## src/hw/rtl/ctr_pkg.sv

```systemverilog
`default_nettype none

package ctr_pkg;

  typedef enum logic [1:0] {
    MODE_TO_PROTEIN = 2'd0,
    MODE_TO_CANON   = 2'd1,
    MODE_BACK_CANON = 2'd2,
    MODE_NONE       = 2'd3
  } mode_t;

  typedef struct packed {
    logic [2:0][7:0] bytes;  // index 0 goes out first
    logic [1:0]      count;  // 0..3 result words
  } ctr_result_t;

  localparam logic [7:0] CHAR_M = 8'h4D;
  localparam logic [23:0] CODON_ATG = 24'h415447;
  localparam logic [23:0] CODON_TAG = 24'h544147;

  // amino acid per codon, index 16*b1 + 4*b2 + b3, entry 0 in the top byte
  localparam logic [64*8-1:0] AA_OF_CODON =
    {"KNKNTTTTRSRSIIMI", "QHQHPPPPRRRRLLLL", "EDEDAAAAGGGGVVVV", "*Y*YSSSS*CWCLFLF"};

  localparam int NumCanon = 21;
  localparam logic [NumCanon*8-1:0] CANON_LETTER = "ARNDCQEGHIMLKFPSTWYV*";
  localparam logic [NumCanon*24-1:0] CANON_CODON =
    {"GCTCGTAATGATTGTCAAGAAGGTCATATT", "ATGTTAAAATTTCCTTCTACTTGGTATGTT", "TAG"};

  // bit 2 set when the byte is a nucleotide, bits 1:0 its code
  function automatic logic [2:0] nuc_code(input logic [7:0] b);
    logic [2:0] r;
    case (b)
      8'h41:   r = 3'b100;
      8'h43:   r = 3'b101;
      8'h47:   r = 3'b110;
      8'h54:   r = 3'b111;
      default: r = 3'b000;
    endcase
    return r;
  endfunction

  function automatic logic [7:0] translate(input logic [7:0] b1, input logic [7:0] b2,
                                           input logic [7:0] b3);
    logic [2:0] x;
    logic [2:0] y;
    logic [2:0] z;
    logic [5:0] idx;
    logic [7:0] r;
    x = nuc_code(b1);
    y = nuc_code(b2);
    z = nuc_code(b3);
    idx = {x[1:0], y[1:0], z[1:0]};
    if (x[2] && y[2] && z[2]) begin
      r = AA_OF_CODON[(6'd63 - idx)*8 +: 8];
    end else begin
      r = CHAR_M;
    end
    return r;
  endfunction

  function automatic logic [23:0] canonical(input logic [7:0] letter);
    logic [23:0] r;
    r = CODON_ATG;
    for (int i = 0; i < NumCanon; i++) begin
      if (CANON_LETTER[(NumCanon-1-i)*8 +: 8] == letter) begin
        r = CANON_CODON[(NumCanon-1-i)*24 +: 24];
      end
    end
    return r;
  endfunction

endpackage

`default_nettype wire

```

## src/hw/rtl/ctr_decode.sv

```systemverilog
`default_nettype none

module ctr_decode
  import ctr_pkg::*;
(
  input  wire logic        clk,
  input  wire logic        rst,
  input  wire mode_t       mode,
  input  wire logic        in_valid,
  output logic             in_ready,
  input  wire logic [7:0]  symbol,
  input  wire logic        closes,
  output logic             res_valid,
  output ctr_result_t      res,
  input  wire logic        res_free
);

  logic       ivalid;
  logic [7:0] sym_q;
  logic       closes_q;
  logic [7:0] codon_bytes [2];
  logic [1:0] codon_position;
  logic [1:0] codon_position_next;
  logic       cb_write;
  logic       advance;
  logic [23:0] codon;

  always_comb begin
    res = '0;
    codon_position_next = codon_position;
    cb_write = 1'b0;
    codon = canonical(sym_q);
    if (closes_q) begin
      codon_position_next = 2'd0;
      if (mode == MODE_BACK_CANON) begin
        res.bytes = {CODON_TAG[7:0], CODON_TAG[15:8], CODON_TAG[23:16]};
        res.count = 2'd3;
      end
    end else begin
      case (mode)
        MODE_BACK_CANON: begin
          res.bytes = {codon[7:0], codon[15:8], codon[23:16]};
          res.count = 2'd3;
        end
        MODE_TO_PROTEIN, MODE_TO_CANON: begin
          if (codon_position < 2'd2) begin
            cb_write = 1'b1;
            codon_position_next = codon_position + 2'd1;
          end else begin
            codon_position_next = 2'd0;
            res.bytes[0] = translate(codon_bytes[0], codon_bytes[1], sym_q);
            res.count = 2'd1;
            if (mode == MODE_TO_CANON) begin
              codon = canonical(res.bytes[0]);
              res.bytes = {codon[7:0], codon[15:8], codon[23:16]};
              res.count = 2'd3;
            end
          end
        end
        default: begin
        end
      endcase
    end
  end

  assign advance   = ivalid && (res.count == 2'd0 || res_free);
  assign res_valid = ivalid && (res.count != 2'd0);
  assign in_ready  = !ivalid || advance;

  always_ff @(posedge clk) begin
    if (rst) begin
      ivalid <= 1'b0;
      codon_position <= 2'd0;
    end else begin
      if (in_ready) begin
        ivalid <= in_valid;
      end
      if (advance) begin
        codon_position <= codon_position_next;
      end
    end
  end

  always_ff @(posedge clk) begin
    if (in_valid && in_ready) begin
      sym_q    <= symbol;
      closes_q <= closes;
    end
    if (advance && cb_write) begin
      codon_bytes[codon_position[0]] <= sym_q;
    end
  end

endmodule

`default_nettype wire

```

## src/hw/rtl/ctr_serial.sv

```systemverilog
`default_nettype none

module ctr_serial
  import ctr_pkg::*;
(
  input  wire logic        clk,
  input  wire logic        rst,
  input  wire logic        res_valid,
  input  wire ctr_result_t res,
  output logic             res_free,
  output logic             out_valid,
  input  wire logic        out_ready,
  output logic [7:0]       out_byte,
  output logic             last_of_run
);

  logic            rvalid;
  logic [2:0][7:0] bytes;
  logic [1:0]      count;
  logic [1:0]      idx;

  assign out_valid   = rvalid;
  assign out_byte    = bytes[idx];
  assign last_of_run = (idx == count - 2'd1);
  assign res_free    = !rvalid || (out_ready && last_of_run);

  always_ff @(posedge clk) begin
    if (rst) begin
      rvalid <= 1'b0;
      idx    <= 2'd0;
    end else if (res_free) begin
      rvalid <= res_valid;
      idx    <= 2'd0;
    end else if (out_ready) begin
      idx <= idx + 2'd1;
    end
  end

  always_ff @(posedge clk) begin
    if (res_free && res_valid) begin
      bytes <= res.bytes;
      count <= res.count;
    end
  end

endmodule

`default_nettype wire

```

## src/hw/rtl/codon_translator.sv

```systemverilog
`default_nettype none

// channel | signals                          | word
// --------+----------------------------------+--------------------------------
// in      | in_valid in_ready symbol closes  | one sequence byte or a close
// out     | out_valid out_ready out_byte     | one converted byte, last_of_run
//         |   last_of_run                    |   marks the item's final word
// cfg     | cfg_valid cfg_ready mode         | mode register, always ready
//
// An item waits in the input register, where the translation runs, and its
// words leave from the result register one per cycle while out_ready is high.
// With out_ready high, the rate is one item per cycle for items with no or one
// word; codon output is set by the one-word result port. Reset clears valids,
// the codon position and sets mode 0. A stalled output holds its word; the input
// register takes a new word while the result register drains its last word.

module codon_translator
  import ctr_pkg::*;
(
  input  wire logic       clk,
  input  wire logic       rst,
  input  wire logic       in_valid,
  output logic            in_ready,
  input  wire logic [7:0] symbol,
  input  wire logic       closes,
  output logic            out_valid,
  input  wire logic       out_ready,
  output logic [7:0]      out_byte,
  output logic            last_of_run,
  input  wire logic       cfg_valid,
  output logic            cfg_ready,
  input  wire logic [1:0] mode
);

  mode_t       mode_q;
  logic        res_valid;
  logic        res_free;
  ctr_result_t res;

  assign cfg_ready = 1'b1;

  always_ff @(posedge clk) begin
    if (rst) begin
      mode_q <= MODE_TO_PROTEIN;
    end else if (cfg_valid && cfg_ready) begin
      mode_q <= mode_t'(mode);
    end
  end

  ctr_decode u_decode (
    .clk       (clk),
    .rst       (rst),
    .mode      (mode_q),
    .in_valid  (in_valid),
    .in_ready  (in_ready),
    .symbol    (symbol),
    .closes    (closes),
    .res_valid (res_valid),
    .res       (res),
    .res_free  (res_free)
  );

  ctr_serial u_serial (
    .clk         (clk),
    .rst         (rst),
    .res_valid   (res_valid),
    .res         (res),
    .res_free    (res_free),
    .out_valid   (out_valid),
    .out_ready   (out_ready),
    .out_byte    (out_byte),
    .last_of_run (last_of_run)
  );

endmodule

`default_nettype wire

```

## config.mk

```make
export PLATFORM = sky130hd
export DESIGN_NAME = codon_translator
export DESIGN_NICKNAME = d
export VERILOG_FILES = /design/src/hw/rtl/ctr_pkg.sv /design/src/hw/rtl/ctr_decode.sv /design/src/hw/rtl/ctr_serial.sv /design/src/hw/rtl/codon_translator.sv
export SDC_FILE = /design/constraint.sdc
export NUM_CORES = 1
export LEC_CHECK = 0
export BUFFER_PORTS_ARGS = -buffer_cell sky130_fd_sc_hd__buf_2
export CORE_UTILIZATION = 52
export DETAILED_ROUTE_END_ITERATION = 10
export PLACE_DENSITY = 0.73
export SLEW_MARGIN = 20
export SYNTH_ARGS = -nofsm -noshare
export SYNTH_HDL_FRONTEND = slang
export SYNTH_SLANG_ARGS = --single-unit
```

## constraint.sdc

```tcl
create_clock -name clk -period 3.2 [get_ports clk]
set_input_delay 0.48 -clock clk [delete_from_list [all_inputs] [get_ports clk]]
set_output_delay 0.48 -clock clk [all_outputs]
set_load 0.005 [all_outputs]
```

Word-level counts from Yosys, hierarchy flattened
Memories as Yosys holds them, arrays and structs flattened.
Cells that the tools add are included.

storage, ports and cells
  word-level logic and storage cells = 169
  memories kept = 1
  memory bits (writable) = 16
  register bits = 43

memories
  memory                words  bits a word  rd ports  clocked after memory_dff  wr ports  line              source
  u_decode.codon_bytes  2      8            2         0                         1         ctr_decode.sv:21  logic [7:0] codon_bytes [2];

operators by class
  eq/ne operators = 57
  reductions and logical operators = 20
  $lt $le $gt $ge = 2
  add/subtract/negate cells = 4
  shift-type cells = 1
  multiplexer cells = 73

operator list
  kind                                                          count
  two-way mux 21 bit                                            34
  variable part select 512 x 33 -> 8 bit, first input constant  1
  == test 7 x 8 -> 1 bit, first input constant                  40
  two-way mux 19 bit                                            8
  == test 8 x 7 -> 1 bit, second input constant                 12
  two-way mux 26 bit                                            3
  case mux 26 bit (2 select lines)                              1
  two-way mux 8 bit                                             5
  case mux 3 bit (4 select lines)                               3
  two-way mux 3 bit                                             9
  two-way mux 25 bit                                            1
  binary-select mux 8 bit (select 2 bit)                        1
  == test 6 x 8 -> 1 bit, first input constant                  2
  logical AND 1 bit                                             8
  subtractor 6 x 6 -> 7 bit, first input constant               1
  two-way mux 2 bit                                             3
  two-way mux 1 bit                                             5
  adder 2 x 1 -> 2 bit, second input constant                   2
  logical NOT 2 bit                                             2
  nonzero test 2 bit                                            2
  OR reduction 2 bit                                            2
  logical OR 1 bit                                              3
  < comparator 2 x 3 -> 1 bit, second input constant            1
  == test 2 x 1 -> 1 bit, second input constant                 1
  other kinds (6)                                               7

Depth between registers and ports, before layout
An unclocked memory read counts as a cell.

  word-level depth = 44
  mapped depth = 13
  gate-level depth less buffers = 12

Hierarchy
A second synthesis with hierarchy kept.

unflattened totals
  cells, all modules = 456
  area total of the unflattened synthesis = 4,235.3 um^2

by module, submodules not included
  module            area an instance (um^2)  times used  cells an instance
  ctr_decode        2,996.6                  1           372
  ctr_serial        1,159.9                  1           76
  codon_translator  78.8                     1           8

Worst setup path after synthesis
OpenSTA, ideal clock, no wires.

  path type = reg2reg
  start point = memory u_decode.codon_bytes[1][2]
  end point = register u_serial.bytes[20] in the netlist's numbering, data pin
  data required time = 2.944 ns
  stages on the path, launching flop included = 14
  path buffers = 1
  slack = -0.028 ns
  data arrival time = 2.971 ns
  library setup time = 0.256 ns
  cell sequence = edfxtp_1 nor4bb_1 o21ai_1 inv_1 ha_1 a21o_1 a21oi_1 a21oi_1 nor2_1 clkbuf_1 o21ai_0 o211ai_1 nand4_2 a22o_1

RTL lines
  item                    line              source
  start: declaration      ctr_decode.sv:21
  end signal: assignment  ctr_serial.sv:41  bytes <= res.bytes;
  end: declaration        ctr_serial.sv:18  logic [2:0][7:0] bytes;

==> summary.txt <==
status - finished clean
CP Capture Type - flip-flop
syn avg cell area - 8.831 sq um
Routed wire per std cell - 17.34 um
ys async rst share - 0%
clock transition at the registers of the reported paths - 90 ps
tightest hold margin - 342.7 ps
largest net degree at the start of global routing - 27
max layer used - met4
slowest CP cell - edfxtp_1
Yosys reg bits - 50
synth-to-layout area growth - 21.79%
Initial Util - 55.06%
slew of the pin with the lowest slew margin - 825.8 ps
post-synth top area share - 32.98%
Synth cell types - 83
DP Area - 0.004340 sq mm
RSZ-0062 raised after global routing - true
hold crit path type - input pin to flip-flop
Area contributors post-synth - edfxtp_1 (33%), nand2_1 (4.5%), dfxtp_1 (4.2%), nor2_1 (3.9%), o21ai_0 (3.8%)
drt drc - 0
number of synthesized flops with an enable pin - 42
Max-Cap Viols - 0
initial antenna violation count - 0
number of global-route vias before repair - 3441
finished layout cell area - 0.004657 sq mm
row count - 30
fin crit period - 3166 ps
Yosys warnings - 0
final core utilization - 67.06%
filler instances - 549
CP Buf/Inv Count - 2
Die ar. - 0.007700 sq mm
TritonCTS buffer count - 5
Die Y - 87.75 um
Routed met1 length - 4637 um
pwr dens - 267.5 mW/mm^2
total global routing overflow - 0
WL met2 - 4733 um
P_leak - 1.757 nW
gpl congestion - 0.9834
Syn Std Cell Area - 0.003824 sq mm
area of the core - 0.006944 sq mm
final cell count without fillers - 597
ys flop type - edfxtp_1
CP cell instances - buf_6 -> nor4bb_4 -> o21ai_2 -> inv_1 -> ha_2 -> a21o_1 -> a21oi_2 -> a21oi_1 -> or2_4 -> o31a_1 -> a221o_1 -> o221ai_2 -> o21ai_1
# diodes - 0
min-delay src - closes
VDD IR-drop max - 0.2336 mV
Reg2Reg Depth - 13
CTS tree - done
FF-to-FF setup slack - 30 ps
setup TNS - 0 ps
Routed WL - 10350 um
DR vias - 3774
Clock Root Buffer - clkbuf_8
first-pass GRT wire length - 16590 um
Reg-to-Reg Start - u_decode.codon_bytes[1][1]$_DFFE_PP_
TritonRoute pass-1 iters - 6
post-synth top area cell - edfxtp_1
clk buf depth - 2
CP top delay family - compound AO/OA/AOI/OAI gates
fmax - 315.9 MHz
critical path required time - 3260 ps
input/output buffers - 25
period utilisation layout - 98.93%
Routed met3 length - 761 um
Antenna Nets Post-Route - 0
Die X - 87.75 um
Worst-Skew Late Latency - 300 ps
Cells on Worst Hold Path - 1
share of cells above drive strength 1 - 28.14%
nets - 519
sequential area share after synthesis - 37.17%
I/O pins - 28
critical-path maximum fanout - 8
CTS sink count - 50
routed vias/inst - 6.322
Critical Path Source Type - flip-flop
CP Class - flip-flop to flip-flop
Post-synth top cells - nand2_1 (46), edfxtp_1 (42), nor2_1 (40)
Total GRT Usage - 27.74%
Mapped Nets - 452
Hold Path End - u_decode.closes_q$_DFFE_PP_
H-Tree Depth - 2
post-placement cell count - 580
cell count after synthesis - 433
post-detail-place hpwl - 7770 um
crit-path max cell delay - 460 ps
reg2reg end - u_serial.bytes[12]$_SDFFCE_PP0P_
drt first-iter violations - 291
Max Slew Vio Count - 0
Fin Clk Skew - 5.556 ps
Final Hold Fails - 0
final setup vio count - 0
Max-slew headroom - 44.84%
most frequent cell after synthesis - nand2_1
CP Data Arrival Time - 3230 ps
-- placed cells by master, fill, tap and decap left out, drive strengths merged, types with 5 or more instances in the layout --
| cell type | Yosys | routed |
|---|---|---|
| nand2b | 12 | 12 |
| nor3 | 11 | 11 |
| o22ai | 9 | 9 |
| or2 | 5 | 5 |
| or3 | 5 | 5 |
| nand4 | 8 | 8 |
| clkbuf | 15 | 5 |
| nand3 | 7 | 7 |
| nor3b | 6 | 6 |
| o211ai | 10 | 10 |
| and2 | 5 | 5 |
| inv | 10 | 10 |
| dfxtp | 8 | 8 |
| nor2 | 41 | 41 |
| nand2 | 47 | 47 |
| buf | 11 | 86 |
| nor2b | 13 | 13 |
| a21oi | 24 | 24 |
| nor4bb | 6 | 6 |
| edfxtp | 42 | 42 |
| a31oi | 8 | 8 |
| mux2i | 10 | 10 |
| o21ai | 38 | 38 |
-- final cells by class --
class | instances | area [sq um] | area share (%)
flip-flops and latches | 50 | 1421 | 30.52
inverters | 10 | 37.54 | 0.8060
clock buffers | 5 | 68.82 | 1.478
multi-input cells | 347 | 2399 | 51.50
well taps | 96 | 120.1 | 2.579
clock inverters | 3 | 16.27 | 0.3493
repair buffers | 86 | 594.3 | 12.76
-- state kept, by name, summed over array words and instances, names as in the netlist --
register,count
u_decode.codon_bytes,16
u_serial.count,2
u_decode.sym_q,8
u_decode.ivalid,1
u_serial.bytes,15
mode_q,2
u_serial.out_valid,1
u_decode.codon_position,2
u_serial.idx,2
u_decode.closes_q,1
-- per-stage QoR --
| step | setup slack, ps | total power [mW] |
|---|---|---|
| after floorplan | 48.89 | 0.8449 |
| after CTS | 11.84 | 1.247 |
| final | 34.39 | 1.246 |
| after detailed placement | -61.31 | 0.8892 |
| after global routing | -113.1 | 1.290 |
| after global placement | -84.75 | 0.8864 |
-- worst max-delay path by stage --
stage / cells past startpoint / slack, ps / endpoint / startpoint
finish: 13 / 30 / u_serial.bytes[12]$_SDFFCE_PP0P_ / u_decode.codon_bytes[1][1]$_DFFE_PP_
global route: 13 / -110 / u_serial.bytes[8]$_DFFE_PP_ / u_decode.codon_bytes[1][1]$_DFFE_PP_
CTS: 10 / 10 / u_serial.bytes[0]$_SDFFCE_PP0P_ / u_decode.codon_bytes[0][7]$_DFFE_PP_
detailed placement: 11 / -60 / u_serial.bytes[8]$_DFFE_PP_ / u_decode.codon_bytes[1][7]$_DFFE_PP_
global placement: 12 / -80 / u_serial.bytes[16]$_DFFE_PP_ / u_decode.codon_bytes[1][7]$_DFFE_PP_
floorplan: 11 / 50 / u_serial.bytes[10]$_SDFFCE_PP0P_ / u_decode.codon_bytes[1][7]$_DFFE_PP_
-- cell families after synthesis --
family | count (synthesis) | share of synthesized area, %
AND/OR/NAND/NOR | 189 | 27.72
AO/OA/AOI/OAI | 138 | 26.05
flip-flops | 50 | 37.17
buffers and inverters | 36 | 4.090
multiplexers | 10 | 2.618
adder cells (fa/ha/maj) | 4 | 1.244
XOR/XNOR | 4 | 0.9164
other | 2 | 0.1964
-- routing by layer --
layer | up-vias | global-route usage, %
met5 | - | 0
met4 | 0 | 7.899
met3 | 25 | 3.393
met2 | 187 | 43.76
met1 | 1772 | 40.11
li1 | 1790 | -
-- where the power goes --
group / leakage, nW / internal, mW / switching, mW
registers: 0.474 / 0.721 / 0.0210
logic: 1.24 / 0.0569 / 0.0814
clock network: 0.0416 / 0.150 / 0.215
-- timing repair --
item / CTS / global route
buffers inserted: 1 / 8
setup endpoints to repair: 6 / 12
hold buffers: 0 / 0
resized for setup: 4 / 31
hold endpoints to repair: 0 / 0
pin swaps: 1 / 20
Note: power is estimated with default switching activity, not from simulation.
